### config.mk
export PLATFORM = sky130hd
export DESIGN_NAME = pointer_dpi_mode_and_drag_scroll
export DESIGN_NICKNAME = d
export VERILOG_FILES = /design/src/rtl/pdpi_ds_pkg.sv /design/src/rtl/pointer_dpi_mode_and_drag_scroll.sv
export SDC_FILE = /design/constraint.sdc
export NUM_CORES = 1
export LEC_CHECK = 0
export BUFFER_PORTS_ARGS = -buffer_cell sky130_fd_sc_hd__buf_2
export CAP_MARGIN = 30
export CORE_MARGIN = 2
export CORE_UTILIZATION = 33
export CTS_BUF_LIST = sky130_fd_sc_hd__clkbuf_8
export DETAILED_ROUTE_END_ITERATION = 7
export HOLD_SLACK_MARGIN = 0.08
export PLACE_DENSITY = 0.52
export SKIP_CTS_REPAIR_TIMING = 1
export SLEW_MARGIN = 5
export SYNTH_ARGS = -nofsm -noshare
export SYNTH_HDL_FRONTEND = slang
export SYNTH_SLANG_ARGS = --single-unit
### constraint.sdc
create_clock -name clock -period 6.1 [get_ports clock]
set_clock_uncertainty 0.1 [all_clocks]
set_input_delay 0.61 -clock clock [delete_from_list [all_inputs] [get_ports clock]]
set_output_delay 0.61 -clock clock [all_outputs]
set_load 0.05 [all_outputs]
### src/rtl/pdpi_ds_pkg.sv
// Package for the pointer DPI mode and drag-scroll controller.
// Holds the item structs, request codes and the mode constants.
// No dependencies.
`timescale 1ns / 1ps
`default_nettype none

package pdpi_ds_pkg;

   // Request codes carried in the req_type field.
   typedef enum logic [3:0] {
      REQ_MOTION      = 4'd0,
      REQ_DFLT_FWD    = 4'd1,
      REQ_DFLT_REV    = 4'd2,
      REQ_SNIPE_FWD   = 4'd3,
      REQ_SNIPE_REV   = 4'd4,
      REQ_DRAG_FWD    = 4'd5,
      REQ_DRAG_REV    = 4'd6,
      REQ_SNIPE_HOLD  = 4'd7,
      REQ_SNIPE_TOG   = 4'd8,
      REQ_DRAG_HOLD   = 4'd9,
      REQ_DRAG_TOG    = 4'd10,
      REQ_LOAD        = 4'd11,
      REQ_FACTORY     = 4'd12
   } req_code_type;

   // Configuration register indexes.
   localparam logic [1:0] CSR_THRESHOLD = 2'd0;
   localparam logic [1:0] CSR_REVERSE_X = 2'd1;
   localparam logic [1:0] CSR_REVERSE_Y = 2'd2;

   localparam int CsrDataWidth = 8;
   localparam logic [7:0] THRESHOLD_RESET = 8'd6;

   // Drag-scroll DPI limits and step.
   localparam logic [9:0] DRAG_STEP = 10'd100;
   localparam logic [9:0] DRAG_MAX  = 10'd500;
   localparam logic [8:0] DRAG_MIN  = 9'd100;

   // CPI bases and steps.
   localparam logic [11:0] DFLT_CPI_BASE  = 12'd400;
   localparam logic [11:0] DFLT_CPI_STEP  = 12'd200;
   localparam logic [11:0] SNIPE_CPI_BASE = 12'd200;
   localparam logic [11:0] SNIPE_CPI_STEP = 12'd100;

   typedef struct packed {
      logic [3:0]         req_type;
      logic               key_pressed;
      logic               shift_held;
      logic signed [7:0]  motion_x;
      logic signed [7:0]  motion_y;
      logic signed [7:0]  wheel_h_in;
      logic signed [7:0]  wheel_v_in;
      logic [16:0]        saved_word;
   } req_item_type;

   typedef struct packed {
      logic signed [7:0]  out_x;
      logic signed [7:0]  out_y;
      logic signed [7:0]  wheel_h_out;
      logic signed [7:0]  wheel_v_out;
      logic [11:0]        sensor_cpi;
      logic               save_request;
      logic [16:0]        settings_word;
      logic               sniping_on;
      logic               dragscroll_on;
   } rsp_item_type;

   // One axis of the scroll accumulator update.
   typedef struct packed {
      logic               hit;
      logic signed [7:0]  step;
      logic signed [9:0]  acc;
   } scroll_result_type;

endpackage

`default_nettype wire

### src/rtl/pointer_dpi_mode_and_drag_scroll.sv
// Top level of the pointer DPI mode and drag-scroll controller.
// Depends on pdpi_ds_pkg for item structs, request codes and constants.
`timescale 1ns / 1ps
`default_nettype none

// The block takes one item per cycle while the result side does not stall
// and returns exactly one result item for each, via the result register.
// An accepted item lands in an input register; the next cycle one pass of
// shallow logic reads it together with the mode state (DPI indexes, drag
// DPI, sniping and drag-scroll flags, two 10-bit scroll accumulators),
// updates that state and loads the result register. Back-to-back items see
// each other's state updates because the state is written in the same edge
// that captures the result. A stall on the result side holds the result
// register and, once the input register is full too, raises req_stall.
// Motion items pass through unless drag-scroll is on; then the motion is
// zeroed and added into the accumulators, and a one-step wheel value is sent
// when an accumulator's magnitude exceeds the threshold register. Write the
// configuration registers only while the block is idle.
module pointer_dpi_mode_and_drag_scroll (
   input  wire logic                          clock,
   input  wire logic                          reset,
   input  wire logic                          req_valid,
   output      logic                          req_stall,
   input  wire pdpi_ds_pkg::req_item_type     req_item,
   output      logic                          rsp_valid,
   input  wire logic                          rsp_stall,
   output      pdpi_ds_pkg::rsp_item_type     rsp_item,
   input  wire logic                          csr_write_en,
   input  wire logic [1:0]                    csr_index,
   input  wire logic [pdpi_ds_pkg::CsrDataWidth-1:0] csr_write_data
);
   import pdpi_ds_pkg::*;

   // Accumulate one axis; saturate, then fire and clear past the threshold.
   function automatic scroll_result_type scroll_axis(
      input logic signed [9:0] acc,
      input logic signed [7:0] motion,
      input logic              rev,
      input logic [7:0]        thr
   );
      logic signed [10:0] sum;
      logic signed [9:0]  sat;
      logic [9:0]         mag;
      scroll_result_type  r;
      if (rev) begin
         sum = $signed({acc[9], acc} - {{3{motion[7]}}, motion});
      end else begin
         sum = $signed({acc[9], acc} + {{3{motion[7]}}, motion});
      end
      if (sum > 11'sd511) begin
         sat = 10'sd511;
      end else if (sum < -11'sd512) begin
         sat = -10'sd512;
      end else begin
         sat = sum[9:0];
      end
      mag = sat[9] ? 10'(-sat) : sat;
      r.hit  = (mag > {2'b00, thr});
      r.step = (sat > 10'sd0) ? 8'sd1 : -8'sd1;
      r.acc  = r.hit ? 10'sd0 : sat;
      return r;
   endfunction

   // Configuration registers.
   logic [7:0] threshold_ff;
   logic       reverse_x_ff;
   logic       reverse_y_ff;

   // Input stage.
   logic         s1_valid_ff;
   req_item_type s1_item_ff;
   logic         s1_take;
   logic         req_accept;

   // Mode state and its next values.
   logic [8:0]        drag_dpi_ff,   drag_dpi_in;
   logic [3:0]        dflt_idx_ff,   dflt_idx_in;
   logic [1:0]        snipe_idx_ff,  snipe_idx_in;
   logic              drag_flag_ff,  drag_flag_in;
   logic              snipe_flag_ff, snipe_flag_in;
   logic signed [9:0] acc_x_ff,      acc_x_in;
   logic signed [9:0] acc_y_ff,      acc_y_in;

   // Result register.
   logic         rsp_valid_ff;
   rsp_item_type rsp_item_ff, rsp_item_in;

   logic              fwd;
   logic [9:0]        drag_up;
   scroll_result_type sx;
   scroll_result_type sy;

   // Advance the input stage when the result register is free or being taken.
   assign s1_take    = s1_valid_ff & (~rsp_valid_ff | ~rsp_stall);
   assign req_stall  = s1_valid_ff & ~s1_take;
   assign req_accept = req_valid & ~req_stall;

   assign rsp_valid = rsp_valid_ff;
   assign rsp_item  = rsp_item_ff;

   assign drag_up = {1'b0, drag_dpi_ff} + DRAG_STEP;
   assign sx = scroll_axis(acc_x_ff, s1_item_ff.motion_x, reverse_x_ff, threshold_ff);
   assign sy = scroll_axis(acc_y_ff, s1_item_ff.motion_y, reverse_y_ff, threshold_ff);

   always_comb begin
      drag_dpi_in   = drag_dpi_ff;
      dflt_idx_in   = dflt_idx_ff;
      snipe_idx_in  = snipe_idx_ff;
      drag_flag_in  = drag_flag_ff;
      snipe_flag_in = snipe_flag_ff;
      acc_x_in      = acc_x_ff;
      acc_y_in      = acc_y_ff;
      fwd           = 1'b0;
      rsp_item_in   = '0;

      case (s1_item_ff.req_type)
         REQ_MOTION: begin
            rsp_item_in.out_x       = s1_item_ff.motion_x;
            rsp_item_in.out_y       = s1_item_ff.motion_y;
            rsp_item_in.wheel_h_out = s1_item_ff.wheel_h_in;
            rsp_item_in.wheel_v_out = s1_item_ff.wheel_v_in;
            if (drag_flag_ff) begin
               // Drop the motion; feed it into the scroll accumulators.
               rsp_item_in.out_x = 8'sd0;
               rsp_item_in.out_y = 8'sd0;
               acc_x_in = sx.acc;
               acc_y_in = sy.acc;
               if (sx.hit) begin
                  rsp_item_in.wheel_h_out = sx.step;
               end
               if (sy.hit) begin
                  rsp_item_in.wheel_v_out = sy.step;
               end
            end
         end
         REQ_DFLT_FWD, REQ_DFLT_REV: begin
            if (s1_item_ff.key_pressed) begin
               fwd = (s1_item_ff.req_type == REQ_DFLT_FWD) ^ s1_item_ff.shift_held;
               dflt_idx_in = fwd ? dflt_idx_ff + 4'd1 : dflt_idx_ff - 4'd1;
               rsp_item_in.save_request = 1'b1;
            end
         end
         REQ_SNIPE_FWD, REQ_SNIPE_REV: begin
            if (s1_item_ff.key_pressed) begin
               fwd = (s1_item_ff.req_type == REQ_SNIPE_FWD) ^ s1_item_ff.shift_held;
               snipe_idx_in = fwd ? snipe_idx_ff + 2'd1 : snipe_idx_ff - 2'd1;
               rsp_item_in.save_request = 1'b1;
            end
         end
         REQ_DRAG_FWD: begin
            if (s1_item_ff.key_pressed) begin
               // Wrap back to the minimum past the top.
               drag_dpi_in = (drag_up > DRAG_MAX) ? DRAG_MIN : drag_up[8:0];
               rsp_item_in.save_request = 1'b1;
            end
         end
         REQ_DRAG_REV: begin
            if (s1_item_ff.key_pressed) begin
               // Below the minimum, wrap to the top.
               drag_dpi_in = (drag_dpi_ff < DRAG_MIN) ? DRAG_MAX[8:0]
                                                      : drag_dpi_ff - DRAG_MIN;
               rsp_item_in.save_request = 1'b1;
            end
         end
         REQ_SNIPE_HOLD: begin
            snipe_flag_in = s1_item_ff.key_pressed;
         end
         REQ_SNIPE_TOG: begin
            if (s1_item_ff.key_pressed) begin
               snipe_flag_in = ~snipe_flag_ff;
            end
         end
         REQ_DRAG_HOLD: begin
            drag_flag_in = s1_item_ff.key_pressed;
         end
         REQ_DRAG_TOG: begin
            if (s1_item_ff.key_pressed) begin
               drag_flag_in = ~drag_flag_ff;
            end
         end
         REQ_LOAD: begin
            drag_dpi_in   = s1_item_ff.saved_word[8:0];
            dflt_idx_in   = s1_item_ff.saved_word[12:9];
            snipe_idx_in  = s1_item_ff.saved_word[14:13];
            drag_flag_in  = 1'b0;
            snipe_flag_in = 1'b0;
         end
         REQ_FACTORY: begin
            drag_dpi_in   = '0;
            dflt_idx_in   = '0;
            snipe_idx_in  = '0;
            drag_flag_in  = 1'b0;
            snipe_flag_in = 1'b0;
            rsp_item_in.save_request = 1'b1;
         end
         default: begin
         end
      endcase

      // Select the CPI from the updated mode.
      if (drag_flag_in) begin
         rsp_item_in.sensor_cpi = {3'b000, drag_dpi_in};
      end else if (snipe_flag_in) begin
         rsp_item_in.sensor_cpi = SNIPE_CPI_BASE + 12'(snipe_idx_in) * SNIPE_CPI_STEP;
      end else begin
         rsp_item_in.sensor_cpi = DFLT_CPI_BASE + 12'(dflt_idx_in) * DFLT_CPI_STEP;
      end
      rsp_item_in.settings_word = {snipe_flag_in, drag_flag_in, snipe_idx_in,
                                   dflt_idx_in, drag_dpi_in};
      rsp_item_in.sniping_on    = snipe_flag_in;
      rsp_item_in.dragscroll_on = drag_flag_in;
   end

   always_ff @(posedge clock) begin
      if (reset) begin
         threshold_ff  <= THRESHOLD_RESET;
         reverse_x_ff  <= 1'b0;
         reverse_y_ff  <= 1'b0;
         s1_valid_ff   <= 1'b0;
         rsp_valid_ff  <= 1'b0;
         drag_dpi_ff   <= '0;
         dflt_idx_ff   <= '0;
         snipe_idx_ff  <= '0;
         drag_flag_ff  <= 1'b0;
         snipe_flag_ff <= 1'b0;
         acc_x_ff      <= '0;
         acc_y_ff      <= '0;
      end else begin
         if (csr_write_en) begin
            case (csr_index)
               CSR_THRESHOLD: threshold_ff <= csr_write_data[7:0];
               CSR_REVERSE_X: reverse_x_ff <= csr_write_data[0];
               CSR_REVERSE_Y: reverse_y_ff <= csr_write_data[0];
               default: begin
               end
            endcase
         end

         // Fill or drain the input stage.
         if (req_accept) begin
            s1_valid_ff <= 1'b1;
         end else if (s1_take) begin
            s1_valid_ff <= 1'b0;
         end

         // Commit state and load the result together.
         if (s1_take) begin
            drag_dpi_ff   <= drag_dpi_in;
            dflt_idx_ff   <= dflt_idx_in;
            snipe_idx_ff  <= snipe_idx_in;
            drag_flag_ff  <= drag_flag_in;
            snipe_flag_ff <= snipe_flag_in;
            acc_x_ff      <= acc_x_in;
            acc_y_ff      <= acc_y_in;
            rsp_valid_ff  <= 1'b1;
         end else if (~rsp_stall) begin
            rsp_valid_ff  <= 1'b0;
         end
      end
   end

   // Payload registers.
   always_ff @(posedge clock) begin
      if (req_accept) begin
         s1_item_ff <= req_item;
      end
      if (s1_take) begin
         rsp_item_ff <= rsp_item_in;
      end
   end

endmodule

`default_nettype wire
# --- Word level (Yosys, flattened, before mapping) ---
# Index checks and enable logic that the tools add are counted.
totals:
  latchBits: 0
  ram_bits: 0
  regBits: 166
  word_cells: 134
  n_memories: 0
  rom_bits: 0
  input_bits: 70
classes:
  div: 0
  bitwise: 13
  magnitude_cmp: 10
  n_reduce_logical: 12
  n_mux: 38
  mul: 2
  eq_ne: 15
  n_addsub: 14
  n_shift: 0
ops:
  columns: ["operator", "count"]
  rows:
  - ["two-way mux 10 bit", 8]
  - ["two-way mux 9 bit", 5]
  - ["one-hot mux 9 bit (4 select lines)", 1]
  - ["two-way mux 8 bit", 4]
  - ["adder 10 x 8 -> 11 bit", 2]
  - ["> comparator 11 x 10 -> 1 bit, second input constant", 2]
  - ["< comparator 11 x 10 -> 1 bit, second input constant", 2]
  - ["two-way mux 11 bit", 2]
  - ["subtractor 10 x 8 -> 11 bit", 2]
  - ["equality test 4 bit, second input constant", 5]
  - ["> comparator 10 x 1 -> 1 bit, second input constant", 2]
  - ["> comparator 10 x 8 -> 1 bit", 2]
  - ["negation 10 bit", 2]
  - ["equality test 4 x 3 -> 1 bit, second input constant", 4]
  - ["two-way mux 16 bit", 1]
  - ["adder 9 x 12 -> 12 bit, first input constant", 1]
  - ["two-way mux 12 bit", 1]
  - ["one-hot mux 4 bit (3 select lines)", 1]
  - ["adder 8 x 9 -> 10 bit, first input constant", 1]
  - ["adder 9 x 7 -> 10 bit, second input constant", 1]
  - ["> comparator 10 x 9 -> 1 bit, second input constant", 1]
  - ["< comparator 9 x 7 -> 1 bit, second input constant", 1]
  - ["multiplier 4 x 5 -> 9 bit, second input constant", 1]
  - ["subtractor 9 x 7 -> 9 bit, second input constant", 1]
  - ["other kinds (27)", 51]

# --- Depth between registers and ports, before layout ---
# Gate-level depths: netlist (run 1).
logic_depth:
  ltp_word: 10
  ltp_mapped: 31

# --- Least setup slack after synthesis (run 1) ---
# OpenSTA, ideal clock, no wires.
synth_timing:
  kind: "reg-to-reg"
  from: "register s1_item_ff[33] (netlist name)"
  to: "register rsp_item_ff (netlist bit rsp_item[33]) (data pin)"
  path_buffers: 3
  setup_slack_ps: 73
  arrival_time_ps: 5649
  required_time_ps: 5721
  path_stages_with_launch: 32
  synth_period_minus_slack_ps: 6027
  path_cell_list: "edfxtp_1 inv_1 ha_1 nor3b_1 nor2_1 xnor2_1 ha_1 buf_6 a21o_1 and2_4 buf_6 o211a_1 o21ai_0 and2_2 clkbuf_1 nand2_1 a21oi_1 inv_1 ha_1 and2_1 o2111ai_2 xor2_1 nand2_1 a21oi_1 a31oi_1 ha_1 o21ai_0 a21o_1 a21oi_1 o31ai_1 a21oi_1 o22ai_1"
synth_between:
  elab_chain_cells: 10
  word_cells_on_any_way: 14
  classes_between: "add/sub (3); order compare (4); mux (7)"
synth_rtl:
  columns: ["element", "line", "source"]
  rows:
  - ["from (decl)", "pointer_dpi_mode_and_drag_scroll.sv:71", "req_item_type s1_item_ff;"]
  - ["from (signal assigned)", "pointer_dpi_mode_and_drag_scroll.sv:265", "s1_item_ff <= req_item;"]
  - ["adder 10 x 8 -> 11 bit / subtractor 10 x 8 -> 11 bit (equally long branches)", "pointer_dpi_mode_and_drag_scroll.sv:48, pointer_dpi_mode_and_drag_scroll.sv:46", null]
  - ["two-way mux 11 bit *", "pointer_dpi_mode_and_drag_scroll.sv:45", "if (rev) begin"]
  - ["< comparator 11 x 10 -> 1 bit", "pointer_dpi_mode_and_drag_scroll.sv:52", "end else if (sum < -11'sd512) begin"]
  - ["two-way mux 10 bit", "pointer_dpi_mode_and_drag_scroll.sv:52", null]
  - ["two-way mux 10 bit *", "pointer_dpi_mode_and_drag_scroll.sv:50", "if (sum > 11'sd511) begin"]
  - ["negation 10 bit", "pointer_dpi_mode_and_drag_scroll.sv:57", "mag = sat[9] ? 10'(-sat) : sat;"]
  - ["two-way mux 10 bit", "pointer_dpi_mode_and_drag_scroll.sv:57", null]
  - ["> comparator 10 x 8 -> 1 bit", "pointer_dpi_mode_and_drag_scroll.sv:58", "r.hit = (mag > {2'b00, thr});"]
  - ["two-way mux 8 bit *", "pointer_dpi_mode_and_drag_scroll.sv:131", "if (sy.hit) begin"]
  - ["two-way mux 16 bit *", "pointer_dpi_mode_and_drag_scroll.sv:122", "if (drag_flag_ff) begin"]
  - ["to (signal assigned)", "pointer_dpi_mode_and_drag_scroll.sv:268", "rsp_item_ff <= rsp_item_in;"]
  - ["to (decl)", "pointer_dpi_mode_and_drag_scroll.sv:86", "rsp_item_type rsp_item_ff, rsp_item_in;"]
# Mark *: on every way between the ends. The rest lies on a longest branch, timed or not.
# A chain may end at the register's enable or synchronous reset.

# --- Worst setup path after layout (run 1) ---
layout_timing:
  from: "register s1_item_ff[46] (netlist name)"
  to: "register rsp_item_ff (netlist bit rsp_item[41]) (data pin)"
layout_between:
  elab_chain_cells: 10
  word_cells_on_any_way: 14
  classes_between: "add/sub (3); order compare (4); mux (7)"
layout_rtl:
  columns: ["element", "line", "source"]
  rows:
  - ["adder 10 x 8 -> 11 bit / subtractor 10 x 8 -> 11 bit (equally long branches)", "pointer_dpi_mode_and_drag_scroll.sv:48, pointer_dpi_mode_and_drag_scroll.sv:46", null]
  - ["two-way mux 11 bit *", "pointer_dpi_mode_and_drag_scroll.sv:45", null]
  - ["< comparator 11 x 10 -> 1 bit", "pointer_dpi_mode_and_drag_scroll.sv:52", null]
  - ["two-way mux 10 bit", "pointer_dpi_mode_and_drag_scroll.sv:52", null]
  - ["two-way mux 10 bit *", "pointer_dpi_mode_and_drag_scroll.sv:50", null]
  - ["negation 10 bit", "pointer_dpi_mode_and_drag_scroll.sv:57", null]
  - ["two-way mux 10 bit", "pointer_dpi_mode_and_drag_scroll.sv:57", null]
  - ["> comparator 10 x 8 -> 1 bit", "pointer_dpi_mode_and_drag_scroll.sv:58", null]
  - ["two-way mux 8 bit *", "pointer_dpi_mode_and_drag_scroll.sv:128", "if (sx.hit) begin"]
  - ["two-way mux 16 bit *", "pointer_dpi_mode_and_drag_scroll.sv:122", null]
# Marked as above.

==> flow_summary_export.csv, run 1 <==
group,metric,value,unit
synthesis,syn_avg_cell_area,9.713,µm²
grt,grt_start_max_net_pins,60,
grt,grt_use_total,17.74,%
detailed_routing,dr.pass1.iters,5,
worst_hold_path,min_path_type,"primary input to register",
synthesis,synth_most_common_cell,"edfxtp_1",
cts,cts_root_buf,"clkbuf_8",
synthesis,synthFlopType,"edfxtp_1",
critical_path,crit_type,"register to register",
cts,cts_tree,"yes",
timing,finalCriticalPeriod,5816,ps
placement,dp_hpwl,21060,µm
critical_path,start_kind,"register",
synthesis,yosys-top-cells-count,"115 x edfxtp_1, 109 x nor2_1, 76 x a21oi_1",
synthesis,synth_top_area_share,34.15,%
worst_hold_path,hold_depth,1,
power,power_density,232.2,mW/mm²
power,power,0.002815,W
detailed_routing,viasPerCell,5.219,
floorplan,std_cell_rows,64,
cts,clock_latency,480,ps
finish,diodes,0,
floorplan,initial_core_util,33.32,%
timing,hold_viol,0,
critical_path,r2r.worst_path.cells,23,
critical_path,required,6240,ps
synthesis,async_reset_ff_share,0,%
floorplan,die_h,179.0,µm
timing,setup_violations,0,
placement,routabilityCongestion,0.8858,
synthesis,synth-edff-count,115,
detailed_routing,routed_wl,27900,µm
floorplan,ios,136,
finish,n_fill_cell,3060,
synthesis,syn-num-nets,1175,
synthesis,synth_cells,1041,
grt,grt_pass1_vias,8003,
synthesis,synth_seq_area_share,43.86,%
finish,finalNetCount,1344,
synthesis,yosys_register_bits,164,
detailed_routing,avgRoutedWirePerCell,17.23,µm
critical_path,arrival,5960,ps
cts,htree_levels,4,
placement,placed_cells_incl_taps,1582,
critical_path,end_kind,"register",
timing,max-slew-margin-rel,32.46,%
critical_path,startpoint,"s1_item_ff[46]$_DFFE_PP_",
synthesis,netlist_area,0.01011,mm²
floorplan,die_area,0.03206,mm²
power,power.leakage,4.977,nW
flow_run,timing.max_cap.violations,0,
timing,finalCritPeriodShare,95.34,%
floorplan,die_x,179.0,µm
critical_path,critPathMaxFanout,7,
detailed_routing,dr.first_iter.drc_count,597,
timing,timing.setup.tns,0,ps
detailed_routing,num_vias,8449,
cts,path_clk_slew,110,ps
critical_path,reg2reg_slack,280,ps
finish,drive_gt1_share,24.12,%
detailed_routing,antenna_left,0,
synthesis,synth_top_cell_by_area,"edfxtp_1",
timing,tightest_slew,1002,ps
critical_path,r2r_end,"rsp_item[41]$_SDFFCE_PP0P_",
status,status,"finished, final reports clean",
critical_path,crit_path_end,"rsp_item[41]$_SDFFCE_PP0P_",
grt,antenna_found_initial,0,
cts,numCtsBuffers,17,
finish,syn2layout_area_growth,19.91,%
synthesis,synth_area_leaders,"edfxtp_1 34%, dfxtp_1 9.7%, ha_1 7.4%, nor2_1 4.0%, a21oi_1 3.8%",
placement,portBuffers,133,
grt,grt_pass1_wl,43510,µm
synthesis,synth_warnings,0,
finish,layout.cells.non_filler,1619,
power,peakVddDrop,0.1291,mV
timing,fmax,171.9,MHz
cts,cts_buffer_depth,2,
floorplan,coreArea,0.03035,mm²
detailed_routing,drc,0,
synthesis,yosys.cell_types.count,100,
timing,slew_viol_final,0,
cts,clkSinkCount,164,
critical_path,reg2reg_from,"s1_item_ff[46]$_DFFE_PP_",
grt,overflow,0,
-- stage by stage --
| stage | instance area (µm²) | hold WS (ps) | setup WS [ps] | util, % |
|---|---|---|---|---|
| 2_1_floorplan | 10110 | 329.5 | 72.74 | - |
| 3_3_place_gp | 11530 | 339.5 | -134.8 | 37.99 |
| 3_5_place_dp | 11560 | 344.0 | -240.2 | 38.08 |
| 4_1_cts | 11950 | 153.9 | -289.1 | 39.36 |
| 5_1_grt | 12120 | 149.8 | -33.11 | 39.95 |
| 6_report | 12120 | 191.2 | 284.0 | 39.95 |
-- area by class of cell --
cell class / instances / area, µm² / share of cell area (%)
repair buffers: 202 / 1216 / 10.03
clock buffers: 17 / 234.0 / 1.930
clock inverters: 15 / 156.4 / 1.290
well taps: 396 / 495.5 / 4.087
multi-input cells: 761 / 5346 / 44.10
flip-flops and latches: 164 / 4434 / 36.57
inverters: 64 / 241.5 / 1.992
-- sequential cells by signal, indices dropped and copies added (netlist names), 2 cells and up --
name and count:
s1_item_ff 53, snipe_idx_ff 2, acc_x_ff 10, rsp_item 62, drag_dpi_ff 9, acc_y_ff 10
threshold_ff 8, dflt_idx_ff 4
-- cell families after synthesis --
kind of cell    synth area share, %
buf+inv                       4.702
fa+ha+maj                     8.316
simple gates                  15.69
flops                         43.86
compound gates                20.64
xor+xnor                      5.198
mux                           1.596
-- worst min-delay path by stage --
stage | startpoint | endpoint
5_1_grt | req_item[28] | s1_item_ff[28]$_DFFE_PP_
3_5_place_dp | acc_x_ff[0]$_SDFFE_PP0P_ | acc_x_ff[0]$_SDFFE_PP0P_
3_3_place_gp | acc_x_ff[0]$_SDFFE_PP0P_ | acc_x_ff[0]$_SDFFE_PP0P_
2_1_floorplan | acc_x_ff[0]$_SDFFE_PP0P_ | acc_x_ff[0]$_SDFFE_PP0P_
6_report | req_item[29] | s1_item_ff[29]$_DFFE_PP_
4_1_cts | req_item[29] | s1_item_ff[29]$_DFFE_PP_
-- placed cells by master (no fill, tap or decap), drive strengths merged, types with 6 or more instances in the layout --
| master | instances |
|---|---|
| ha | 60 |
| o31ai | 6 |
| nor2 | 109 |
| dfxtp | 49 |
| o21ai | 56 |
| xnor2 | 34 |
| and3 | 23 |
| and2 | 9 |
| nand3 | 16 |
| nand4 | 7 |
| nor3 | 27 |
| o211ai | 8 |
| nor2b | 10 |
| o22ai | 10 |
| xor2 | 23 |
| a21oi | 78 |
| o2111ai | 6 |
| a31oi | 14 |
| mux2 | 9 |
| a32o | 8 |
| a211oi | 16 |
| a31o | 11 |
| nor4 | 10 |
| nor3b | 6 |
| or3 | 8 |
| buf | 202 |
| edfxtp | 115 |
| mux2i | 6 |
| clkbuf | 17 |
| nand2b | 10 |
| or2 | 8 |
| a21o | 14 |
| o21a | 14 |
| nand2 | 66 |
| inv | 72 |
-- report_power, final --
| group | total [W] | leakage [nW] | internal, W | switching [W] |
|---|---|---|---|---|
| logic | 0.000730 | 3.27 | 0.000280 | 0.000450 |
| registers | 0.00129 | 1.51 | 0.00125 | 0.0000369 |
| clock network | 0.000795 | 0.194 | 0.000309 | 0.000486 |
-- worst max-delay path, cell delays in order, from the launching register on --
cell,delay (ps)
edfxtp_1,390
or4_1,620
nor4_4,180
o21a_1,140
nor2_1,40
ha_1,310
a21o_1,200
a221o_1,370
a21oi_2,190
and3_1,240
nor2_1,70
and2_0,200
o21ai_1,200
ha_2,290
a22oi_1,110
o22a_1,210
ha_1,300
o21a_1,110
o211ai_1,80
a21o_1,200
a21oi_4,260
nor4_4,70
or3_4,440
a31o_1,240
-- metal layers --
layer / part of all wire, % / vias up / GRT usage, % / routed length (µm)
li1: - / 4202 / - / -
met1: 48 / 4021 / 24.97 / 13440
met2: 46 / 200 / 27.95 / 12740
met3: 4.7 / 26 / 3.329 / 1306
met4: 1.5 / 0 / 4.505 / 411
met5: 0 / - / 0 / 0
(Power assumes the default switching activity.)
==> inputs of run 2 (changes only) <==
Settings changed: CORE_UTILIZATION 33 to 32, PLACE_DENSITY 0.52 to 0.51.
==> run 2 against run 1 <==
Effect of this change:
- die area rose by 3.1%
- sequential share of layout area up 0.13 points
- largest cell class unchanged
- clock power up 0.5%
- total power grew 0.29%
- largest power group unchanged
- sequential power hardly changed
- non-clock buffer count down 4
- routed wire length increased by 1.8%
- highest routed layer is now met5
==> flow_summary_export.csv, run 2 (synthesis gave the netlist of run 1 again) <==
group,metric,value,unit
status,status,"finished, final reports clean",
finish,n_fill_cell,3178,
grt,grt_start_max_net_pins,66,
grt,grt_pass1_wl,45330,µm
floorplan,ios,136,
timing,setup_violations,0,
cts,cts_buffer_depth,2,
detailed_routing,num_vias,8465,
finish,largest_reg_flops,62,
critical_path,required,6240,ps
timing,tightest_slew,937.0,ps
power,power_density,233.7,mW/mm²
cts,clkSinkCount,164,
detailed_routing,drc,0,
finish,design_area,0.01208,mm²
finish,layout.cells.most_common,"buf_2",
critical_path,crit_type,"register to register",
critical_path,arrival,5830,ps
critical_path,r2r.worst_path.cells,24,
worst_hold_path,hold_depth,1,
timing,holdWs,198.3,ps
finish,most-common-layout-cells,"135 x buf_2, 115 x edfxtp_1, 107 x nor2_1, 74 x a21oi_1, 65 x nand2_1",
grt,grt_pass1_vias,8160,
finish,finalNetCount,1340,
critical_path,end_kind,"register",
placement,routabilityCongestion,0.8564,
detailed_routing,viasPerCell,5.222,
finish,multi_input_area,0.005324,mm²
detailed_routing,dr.first_iter.drc_count,612,
cts,cts_root_buf,"clkbuf_8",
cts,htree_levels,4,
worst_hold_path,min_path_type,"primary input to register",
placement,dp_hpwl,21050,µm
timing,hold_viol,0,
critical_path,reg2reg_from,"s1_item_ff[46]$_DFFE_PP_",
critical_path,critPathMaxFanout,7,
finish,seqCellArea,0.004434,mm²
floorplan,die_x,181.8,µm
cts,clock_latency,480,ps
detailed_routing,avgRoutedWirePerCell,17.52,µm
placement,place_ws,-129.0,ps
finish,syn2layout_area_growth,19.48,%
critical_path,start_kind,"register",
detailed_routing,dr.pass1.iters,4,
floorplan,std_cell_rows,65,
power,peakVddDrop,0.1082,mV
detailed_routing,routed_wl,28400,µm
floorplan,coreArea,0.03131,mm²
power,power,0.002823,W
detailed_routing,antenna_left,0,
cts,numCtsBuffers,17,
grt,overflow,0,
placement,post_dp_cell_area,0.01153,mm²
finish,drive_gt1_share,23.63,%
finish,diodes,0,
timing,fmax,175.8,MHz
critical_path,r2r_end,"rsp_item[43]$_SDFFCE_PP0P_",
placement,portBuffers,133,
cts,cts_tree,"yes",
timing,layout_setup_ws,410.6,ps
cts,path_clk_slew,110,ps
worst_hold_path,hold_start,"req_item[52]",
floorplan,die_area,0.03303,mm²
floorplan,die_h,181.8,µm
timing,slew_viol_final,0,
floorplan,initial_core_util,32.29,%
power,power.leakage,4.955,nW
worst_hold_path,min_to,"s1_item_ff[52]$_DFFE_PP_",
critical_path,reg2reg_slack,410,ps
flow_run,timing.max_cap.violations,0,
timing,finalCritPeriodShare,93.27,%
timing,max-slew-margin-rel,37.30,%
grt,antenna_found_initial,1,
timing,finalCriticalPeriod,5689,ps
grt,grt_use_total,17.57,%
==> run 2: cell count changes in the layout (fill, tap and decap cells not counted), sizes merged <==
cell,change
clkbuf,+1
inv,-3
clkinv,+2
buf,-4
==> run 2: how the worst max path moves through the flow <==
stage,from,endpoint,slack (ps),cells after the start
3_3_place_gp,s1_item_ff[46]$_DFFE_PP_,rsp_item[42]$_SDFFCE_PP0P_,-120,23
6_report,s1_item_ff[46]$_DFFE_PP_,rsp_item[43]$_SDFFCE_PP0P_,410,24
3_5_place_dp,s1_item_ff[46]$_DFFE_PP_,rsp_item[43]$_SDFFCE_PP0P_,-130,23
5_1_grt,s1_item_ff[33]$_DFFE_PP_,rsp_item[33]$_SDFFCE_PP0P_,-40,26
2_1_floorplan,s1_item_ff[33]$_DFFE_PP_,rsp_item[33]$_SDFFCE_PP0P_,70,31
4_1_cts,s1_item_ff[46]$_DFFE_PP_,rsp_item[43]$_SDFFCE_PP0P_,-150,23
==> run 2: through the flow <==
| stage | cells | setup TNS, ps | util (%) |
|---|---|---|---|
| 3_3_place_gp | 1583 | -851.4 | 36.73 |
| 3_5_place_dp | 1585 | -843.5 | 36.84 |
| 5_1_grt | 1621 | -223.8 | 38.58 |
| 6_report | 1621 | 0 | 38.58 |
| 4_1_cts | 1617 | -1023 | 38.06 |
| 2_1_floorplan | 1041 | 0 | - |
==> run 2: critical path: stages, from the launching register on <==
cell      delay [ps]
edfxtp_1         390
or4_1            590
nor4_2           230
o21a_1           150
nor2_1            40
ha_1             300
a21o_1           190
a221o_1          340
a21oi_1          230
and3_1           250
nor2_1            70
and2_0           210
o21ai_2          210
ha_4             230
nor2_1            90
a21oi_1           50
ha_1             300
nor2b_1          140
o21a_1           110
o21ai_0           80
a21o_1           200
a21oi_4          190
nor4_2            70
or3_4            440
a31o_1           240
==> run 2: per-layer routing <==
metal	track usage, %	share of wire [%]
met5	0	0.039
met4	5.528	2.1
met3	3.309	4.7
met2	26.96	44
met1	25.02	49
==> run 2: cell type report <==
class | count | share of cell area (%)
clock inverter | 14 | 1.129
clock buffer | 18 | 2.051
tap | 402 | 4.164
timing repair buffer | 198 | 9.881
inverter | 64 | 1.999
multi-input combinational | 761 | 44.07
sequential | 164 | 36.71
==> run 2: power breakdown <==
| group | switching (W) | internal (W) |
|---|---|---|
| registers | 0.0000379 | 0.00125 |
| logic | 0.000450 | 0.000283 |
| clock network | 0.000487 | 0.000312 |
